[src/design/weighted_degree_kernel_assert.svh]
// Assertion macros for the weighted degree kernel block.
// Expects signals named clk and rst_n in the scope of each use.
`ifndef WEIGHTED_DEGREE_KERNEL_ASSERT_SVH
`define WEIGHTED_DEGREE_KERNEL_ASSERT_SVH

// Implication checked on every rising clock edge outside reset.
`define WDK_ASSERT_IMPL(lbl, ante, cons, msg) \
  lbl: assert property (@(posedge clk) disable iff (!rst_n) (ante) |-> (cons)) \
    else $error(msg);

// Consequence checked in the cycle after the antecedent.
`define WDK_ASSERT_NEXT(lbl, ante, cons, msg) \
  lbl: assert property (@(posedge clk) disable iff (!rst_n) (ante) |=> (cons)) \
    else $error(msg);

`endif

[src/design/wdk_pkg.sv]
// Shared types and constants for the weighted degree kernel block.
// No dependencies.
package wdk_pkg;

  localparam int SymW       = 8;
  localparam int WeightW    = 25;
  localparam int SumW       = 41;
  localparam int RunW       = 4;
  localparam int NumWeights = 8;
  localparam int CfgIdxW    = 3;
  localparam int InDataW    = 2 * SymW;
  localparam int OutDataW   = 48;

  typedef logic [SymW-1:0]    sym_t;
  typedef logic [WeightW-1:0] weight_t;
  typedef logic [SumW-1:0]    sum_t;
  typedef logic [RunW-1:0]    run_t;
  typedef logic [CfgIdxW-1:0] cfg_idx_t;

  // Longest run that selects its own weight.
  localparam run_t MaxDegree = run_t'(8);
  localparam sum_t SumMax    = {SumW{1'b1}};

endpackage

[src/design/weighted_degree_kernel.sv]
// Weighted degree string kernel: out_tvalid rises after a last pair passes the input register,
// then the result register; throughput one symbol pair per cycle while no last pair is held back.
// Run update, weight select and saturating add are combinational between the two registers.
// The result register decouples the sides; only a last pair waits on a full result register.
// Reset (rst_n low, synchronous) clears the run, the sum, the weights and both valid flags.
// Depends on wdk_pkg and weighted_degree_kernel_assert.svh.
`include "weighted_degree_kernel_assert.svh"

module weighted_degree_kernel (
  input  logic                          clk,
  input  logic                          rst_n,
  // Configuration write channel.
  input  logic                          cfg_valid,
  output logic                          cfg_ready,
  input  wdk_pkg::cfg_idx_t             cfg_index,
  input  wdk_pkg::weight_t              cfg_data,
  // Input stream.
  input  logic                          in_tvalid,
  output logic                          in_tready,
  input  logic [wdk_pkg::InDataW-1:0]   in_tdata,   // [7:0] symbol_a, [15:8] symbol_b
  input  logic                          in_tlast,   // is_last
  // Result stream.
  output logic                          out_tvalid,
  input  logic                          out_tready,
  output logic [wdk_pkg::OutDataW-1:0]  out_tdata   // [40:0] kernel_value, [47:41] zero
);
  import wdk_pkg::*;

  weight_t cum_weight_r [NumWeights];

  logic s1_valid_r;
  sym_t s1_sym_a_r;
  sym_t s1_sym_b_r;
  logic s1_last_r;

  run_t run_r;
  run_t run_nxt;
  sum_t sum_r;
  sum_t sum_nxt;

  logic out_valid_r;
  sum_t out_value_r;

  logic                 s1_adv;
  logic                 match;
  run_t                 run_inc;
  run_t                 run_sel;
  weight_t              weight;
  logic [SumW:0]        sum_wide;
  sum_t                 sum_acc;

  // Configuration writes are always taken; every index names a register.
  assign cfg_ready = 1'b1;

  always_ff @(posedge clk) begin
    if (!rst_n) begin
      for (int k = 0; k < NumWeights; k++) begin
        cum_weight_r[k] <= '0;
      end
    end else if (cfg_valid) begin
      cum_weight_r[cfg_index] <= cfg_data;
    end
  end

  // Stage one drains unless it holds a last pair and the result register is still full.
  assign s1_adv    = s1_valid_r && (!s1_last_r || !out_valid_r || out_tready);
  assign in_tready = !s1_valid_r || s1_adv;

  always_ff @(posedge clk) begin
    if (!rst_n) begin
      s1_valid_r <= 1'b0;
    end else if (in_tready) begin
      s1_valid_r <= in_tvalid;
    end
  end

  always_ff @(posedge clk) begin
    if (in_tready && in_tvalid) begin
      s1_sym_a_r <= in_tdata[SymW-1:0];
      s1_sym_b_r <= in_tdata[InDataW-1:SymW];
      s1_last_r  <= in_tlast;
    end
  end

  // Run length update, capped at the maximum degree.
  assign match   = (s1_sym_a_r == s1_sym_b_r);
  assign run_inc = (run_r >= MaxDegree) ? MaxDegree : run_r + run_t'(1);
  assign run_sel = run_inc - run_t'(1);
  assign weight  = cum_weight_r[run_sel[CfgIdxW-1:0]];

  // Saturating accumulate.
  assign sum_wide = {1'b0, sum_r} + {{(SumW + 1 - WeightW){1'b0}}, weight};
  assign sum_acc  = sum_wide[SumW] ? SumMax : sum_wide[SumW-1:0];

  always_comb begin
    run_nxt = run_r;
    sum_nxt = sum_r;
    if (s1_adv) begin
      if (match) begin
        run_nxt = run_inc;
        sum_nxt = sum_acc;
      end else begin
        run_nxt = '0;
      end
      if (s1_last_r) begin
        run_nxt = '0;
        sum_nxt = '0;
      end
    end
  end

  always_ff @(posedge clk) begin
    if (!rst_n) begin
      run_r <= '0;
      sum_r <= '0;
    end else begin
      run_r <= run_nxt;
      sum_r <= sum_nxt;
    end
  end

  // Result register: loaded by a last pair, emptied by an output transaction.
  always_ff @(posedge clk) begin
    if (!rst_n) begin
      out_valid_r <= 1'b0;
    end else if (s1_adv && s1_last_r) begin
      out_valid_r <= 1'b1;
    end else if (out_tready) begin
      out_valid_r <= 1'b0;
    end
  end

  always_ff @(posedge clk) begin
    if (s1_adv && s1_last_r) begin
      out_value_r <= match ? sum_acc : sum_r;
    end
  end

  assign out_tvalid = out_valid_r;
  assign out_tdata  = {{(OutDataW - SumW){1'b0}}, out_value_r};

  // Checks on the run counter, the accumulator and the result register.
  `WDK_ASSERT_IMPL(a_run_capped, 1'b1, run_r <= MaxDegree, "match run exceeds the maximum degree")
  `WDK_ASSERT_NEXT(a_last_clears, s1_adv && s1_last_r, run_r == '0 && sum_r == '0,
                   "state not cleared after a last pair")
  `WDK_ASSERT_NEXT(a_last_loads, s1_adv && s1_last_r, out_valid_r,
                   "last pair produced no result")
  `WDK_ASSERT_NEXT(a_mismatch_resets, s1_adv && !match, run_r == '0,
                   "mismatch did not reset the match run")
  `WDK_ASSERT_NEXT(a_sum_monotonic, s1_adv && !s1_last_r, sum_r >= $past(sum_r),
                   "running sum decreased within a string pair")

endmodule
[config.mk]
export PLATFORM = sky130hd
export DESIGN_NAME = weighted_degree_kernel
export DESIGN_NICKNAME = d
export VERILOG_FILES = /design/src/design/wdk_pkg.sv /design/src/design/weighted_degree_kernel.sv
export VERILOG_INCLUDE_DIRS = /design/src /design/src/design
export SDC_FILE = /design/constraint.sdc
export NUM_CORES = 1
export LEC_CHECK = 0
export BUFFER_PORTS_ARGS = -buffer_cell sky130_fd_sc_hd__clkbuf_2
export CAP_MARGIN = 10
export CORE_UTILIZATION = 40
export DETAILED_ROUTE_END_ITERATION = 10
export HOLD_SLACK_MARGIN = 0.1
export SLEW_MARGIN = 20
export SYNTH_ARGS = -nofsm -noshare
export SYNTH_HDL_FRONTEND = slang
export SYNTH_SLANG_ARGS = --single-unit
[constraint.sdc]
create_clock -name clk -period 8.4 [get_ports clk]
set_input_delay 0.84 -clock clk [delete_from_list [all_inputs] [get_ports clk]]
set_output_delay 0.84 -clock clk [all_outputs]
set_load 0.05 [all_outputs]
# Word-level counts from Yosys, hierarchy flattened
# Memory sizes are Yosys's and may differ from the RTL's.
# Cells that the tools add are included.
[word_totals]
ff_bits = 105
latch_bits = 0
mem_bits_rw = 200
romBits = 0
in_bits = 50
mem_count = 1
[op_classes]
add_sub_neg = 3
mul = 0
div = 0
order_cmp = 1
eq_ne = 1
shifts = 0
mux = 15
n_bitwise = 0
reduce_logical = 11
[mem_list]
columns = ["memory", "depth", "word_bits", "read_ports", "rd_ports_with_merged_regs", "write_ports", "line_no", "source"]
rows = [
  ["cum_weight_r", 8, 25, 1, 0, 8, "weighted_degree_kernel.sv:29", "weight_t cum_weight_r [NumWeights];"],
]
[op_table]
columns = ["cell", "count"]
rows = [
  ["$mux W41", 3],
  ["$add A41 B25 Y42", 1],
  ["$mux W25", 1],
  ["$reduce_or A25 Y1", 1],
  ["$mux W4", 3],
  ["$eq A8 B8 Y1", 1],
  ["$mux W1", 7],
  ["$add A4 B1 Y4 const B", 1],
  ["$ge A4 B4 Y1 const B", 1],
  ["$logic_and A1 B1 Y1", 3],
  ["$logic_not A1 Y1", 3],
  ["$logic_or A1 B1 Y1", 3],
  ["$mux W3", 1],
  ["$sub A3 B1 Y3 const B", 1],
  ["$reduce_bool A2 Y1", 1],
]

# Depth between registers and ports, before layout
# An unclocked memory read counts as a cell.
[depth]
depth_word = 8
mapped_depth = 20
depth_no_buf = 18

# Worst setup path after synthesis
# No wires, ideal clock.
[synth_timing]
path_type = "flip-flop to flip-flop"
start = "register run_r[3]"
end = "register out_value_r[38] (data pin)"
t_arrival_ns = 5.005
setup_slack_ns = 3.133
stages_incl_launch_ff = 20
path_buffers = 2
cell_sequence = "dfxtp_1 nor2_1 clkbuf_1 inv_1 ha_1 xnor2_1 clkbuf_1 mux4_2 mux2_2 ha_1 fa_1 a211oi_1 o21ai_1 nand4_2 a211oi_4 o2111ai_1 a21oi_1 o21ai_1 nor2_1 mux2_1"
[synth_between]
elab_chain_cells = 7
[synth_lines]
columns = ["element", "line_no", "source"]
rows = [
  ["start, declared", "weighted_degree_kernel.sv:36", "run_t run_r;"],
  ["start signal, assigned", "weighted_degree_kernel.sv:117", "run_r <= run_nxt;"],
  ["$ge A4 B4 Y1", "weighted_degree_kernel.sv:87", "assign run_inc = (run_r >= MaxDegree) ? MaxDegree : run_r + run_t'(1);"],
  ["$mux W4", "weighted_degree_kernel.sv:87", ""],
  ["$sub A3 B1 Y3", "weighted_degree_kernel.sv:88", "assign run_sel = run_inc - run_t'(1);"],
  ["$mem_v2 Z8 W25", "--", ""],
  ["$add A41 B25 Y42", "weighted_degree_kernel.sv:92", "assign sum_wide = {1'b0, sum_r} + {{(SumW + 1 - WeightW){1'b0}}, weight};"],
  ["$mux W41", "weighted_degree_kernel.sv:93", "assign sum_acc = sum_wide[SumW] ? SumMax : sum_wide[SumW-1:0];"],
  ["$mux W41", "weighted_degree_kernel.sv:135", "out_value_r <= match ? sum_acc : sum_r;"],
  ["end signal, assigned", "weighted_degree_kernel.sv:135", ""],
  ["end, declared", "weighted_degree_kernel.sv:42", "sum_t out_value_r;"],
]
# Every way passes these cells.
# A chain may end at the register's enable or synchronous reset.

# Worst setup path in the final report
[layout_timing]
start = "register run_r[0]"
end = "register out_value_r[38] (data pin)"
[layout_between]
elab_chain_cells = 7
word_cells_on_any_way = 8
classes_between = "add/sub (3); order compare (1); mux (3); memory (1)"
[layout_lines]
columns = ["element", "line_no"]
rows = [
  ["$add A4 B1 Y4 or $ge A4 B4 Y1 (tied branches)", "weighted_degree_kernel.sv:87"],
  ["$mux W4 (*)", "weighted_degree_kernel.sv:87"],
  ["$sub A3 B1 Y3 (*)", "weighted_degree_kernel.sv:88"],
  ["$mem_v2 Z8 W25 (*)", "--"],
  ["$add A41 B25 Y42 (*)", "weighted_degree_kernel.sv:92"],
  ["$mux W41 (*)", "weighted_degree_kernel.sv:93"],
  ["$mux W41 (*)", "weighted_degree_kernel.sv:135"],
]
# Mark *: on every way between the ends. The rest lies on a longest branch, timed or not.

==> reports/results.ini <==
[timing]
layout_worst_path_cycle_share_pct=65.8
setup_tns_ns=0
hold_viol=0
worstMarginPinSlew_ns=1.11
finalSetupViolCount=0
rsz0062_at_grt=false
fin_skew_ns=0.0165
slew_violations=0
max_freq_mhz=181
period_needed_ns=5.53
slew_headroom_pct=25.7

[final_layout]
multi_input_comb_area_sq_um=5820
antenna_cells=0
nFillCells=3213
syn_to_final_growth_pct=14.8
drive_gt1_share_pct=22.3
final_core_util_pct=46.5
ff_latch_area_sq_um=8690
final_nets=1300

[synth]
yosys.cell_types.count=75
netlist.area_leader.share_pct=52.4
synthFlopType=edfxtp_1
synth-seq-area-share_pct=58.7
synthArstFlopShare_pct=0
yosys-top-cells-count=edfxtp_1, and2_1, nor2_1
synth_cells=1130
netlist_area_sq_um=14800
ys_ff_latch=305
synth_edf_count=258
synth_most_common_cell=edfxtp_1
yosys-top-cells-area=edfxtp_1, and2_1, mux4_2
post_synth.cell_area_avg_sq_um=13.1
ys_warn_count=0
synth_area_leader_cell=edfxtp_1

[placement]
place_congestion=0.859
dp_hpwl_mm=21.7
numPortBuffers=92

[floorplanning]
fp.dieH_microns=194
row_count=70
die_w_microns=194
start_util_pct=40.5
ioPinCount=101
core_sq_um=36500
dieArea_sq_um=37800

[job]
max_cap_viol_count=0

[detailed_routing]
via_per_inst=5.36
drtIter0Drc=687
ant_nets=0
first_pass_iters=5
wirelength_mm=35.7
drc=0
vias=9209
post_drt_wl_per_cell_microns=20.8

[setup_path]
cp_max_fo=50
path_buf_inv=2
path_cells=inv_1 -> ha_1 -> nand2_1 -> ha_1 -> xnor2_2 -> buf_4 -> mux4_2 -> mux2_2 -> ha_1 -> fa_1 -> a211oi_1 -> o21ai_1 -> nand4_2 -> a211oi_4 -> o2111ai_1 -> a21oi_1 -> o21ai_1 -> nor2_1 -> mux2_1
worstSetupStartpointType=flip-flop
r2r_start=run_r[0]
worstRegToRegCells=19
cp.required_ns=8.68
critical_path.slowest_cell=buf_4
end_kind=flip-flop
critPathMostFrequentCell=ha_1
arrival_ns=5.81
path_class=reg2reg
cp_top_family=compound AO/OA/AOI/OAI gates
critPathMaxStageDelay_ns=0.60
reg2reg_slack_ns=2.87
r2r_end=out_value_r[38]

[grt]
grt_pass1_wl_mm=54.4
overflow=0
grt_start_max_net_pins=52
track_usage_pct=19.0
antenna_found_initial=1
grt_pass1_vias=9203

[clocking]
cts_tree=done
postCtsResizedCells=0
cts_buffers=36
post_cts_buffers=0
clk-insertion-delay-late_ns=0.53
cts_sinks=305
htreeDepth=2
clkTransAtPathRegs_ns=0.06
cts_max_path_buffers=3
cts_root_buf=clkbuf_16
holdBufCountCts=0

[hold_path]
holdPathStages=1
hold_path_startpoint=in_tlast
hold_class=in2reg
hold_end=s1_last_r

[status]
status=completed

[pwr]
leakage_nw=6.48
ir_worst_vdd_uv=119
pwr_density_cell_nw_per_um2=205

worst register-to-register path, stage by stage (launching register included):
cell and delay [ns]:
dfxtp_1 0.43, inv_1 0.07, ha_1 0.29, nand2_1 0.06, ha_1 0.20, xnor2_2 0.16, buf_4 0.60, mux4_2 0.41
mux2_2 0.28, ha_1 0.21, fa_1 0.43, a211oi_1 0.32, o21ai_1 0.18, nand4_2 0.18, a211oi_4 0.10, o2111ai_1 0.30
a21oi_1 0.15, o21ai_1 0.51, nor2_1 0.09, mux2_1 0.32
worst max path at each step:
stage,cells after the start,endpoint,slack [ns],from
global route,19,out_value_r[38],2.43,run_r[0]
CTS,19,out_value_r[38],2.84,run_r[0]
floorplan,19,out_value_r[38],3.13,run_r[3]
detailed placement,19,out_value_r[38],2.87,run_r[0]
global placement,19,out_value_r[38],2.95,run_r[0]
finish,19,out_value_r[38],2.87,run_r[0]
kinds of logic after synthesis:
logic type	share of synthesized area [%]
other	0.0508
adders and majority gates	2.50
xor gates and xnor gates	2.31
muxes	9.94
AOI/OAI and AO/OA	8.86
buffers and inverters	2.57
DFF	58.7
and+or+nand+nor	15.0
placed cells by master, fill, tap and decap left out, types with 19 or more instances in the layout:
cell type / synthesis / routed
nor2_1: 59 / 57
dfxtp_1: 47 / 47
buf_4: 13 / 22
a22o_1: 19 / 19
and2_1: 209 / 209
mux2_2: 26 / 26
a21oi_1: 51 / 51
xnor2_1: 26 / 25
mux4_2: 50 / 50
ha_1: 28 / 28
o21ai_0: 26 / 20
edfxtp_1: 258 / 258
nand2_1: 50 / 50
clkbuf_16: 0 / 36
clkbuf_2: 0 / 92
report_power, final:
part	internal, mW	switching, mW
logic	0.0691	0.130
clock network	0.916	0.632
registers	1.71	0.0194
sequential cells by signal, summed over array words and instances, names as in the netlist:
| name | cells |
|---|---|
| cum_weight_r | 200 |
| out_value_r | 41 |
| sum_r | 41 |
| s1_sym_a_r | 8 |
| s1_sym_b_r | 8 |
| run_r | 4 |
| out_tvalid | 1 |
| s1_last_r | 1 |
| s1_valid_r | 1 |
metal layers:
| metal | track usage [%] | wire [microns] | vias to the layer above |
|---|---|---|---|
| met4 | 5.32 | 735 | 2 |
| met1 | 24.4 | 15600 | 4552 |
| met2 | 33.1 | 17800 | 211 |
| li1 | - | - | 4386 |
| met3 | 3.26 | 1620 | 58 |
| met5 | 0 | 17 | - |
stage by stage:
stage / power [mW] / hold slack, ns / setup WS, ns / area, sq um / std cells
6_report: 3.48 / 0.485 / 2.87 / 17000 / 1717
5_1_grt: 3.58 / 0.476 / 2.43 / 17000 / 1717
4_1_cts: 3.51 / 0.472 / 2.84 / 16900 / 1716
3_5_place_dp: 1.96 / 0.502 / 2.87 / 15800 / 1650
3_3_place_gp: 1.96 / 0.499 / 2.95 / 15800 / 1650
2_1_floorplan: 1.88 / 0.453 / 3.13 / 14800 / 1136
final cells by class:
type	count	share of cell area (%)
clock inverter	20	1.19
clock buffer	46	5.70
tap	468	3.45
multi-input combinational	745	34.3
sequential	305	51.2
inverter	18	0.398
timing repair buffer	115	3.85
Note: power is estimated with default switching activity, not from simulation.
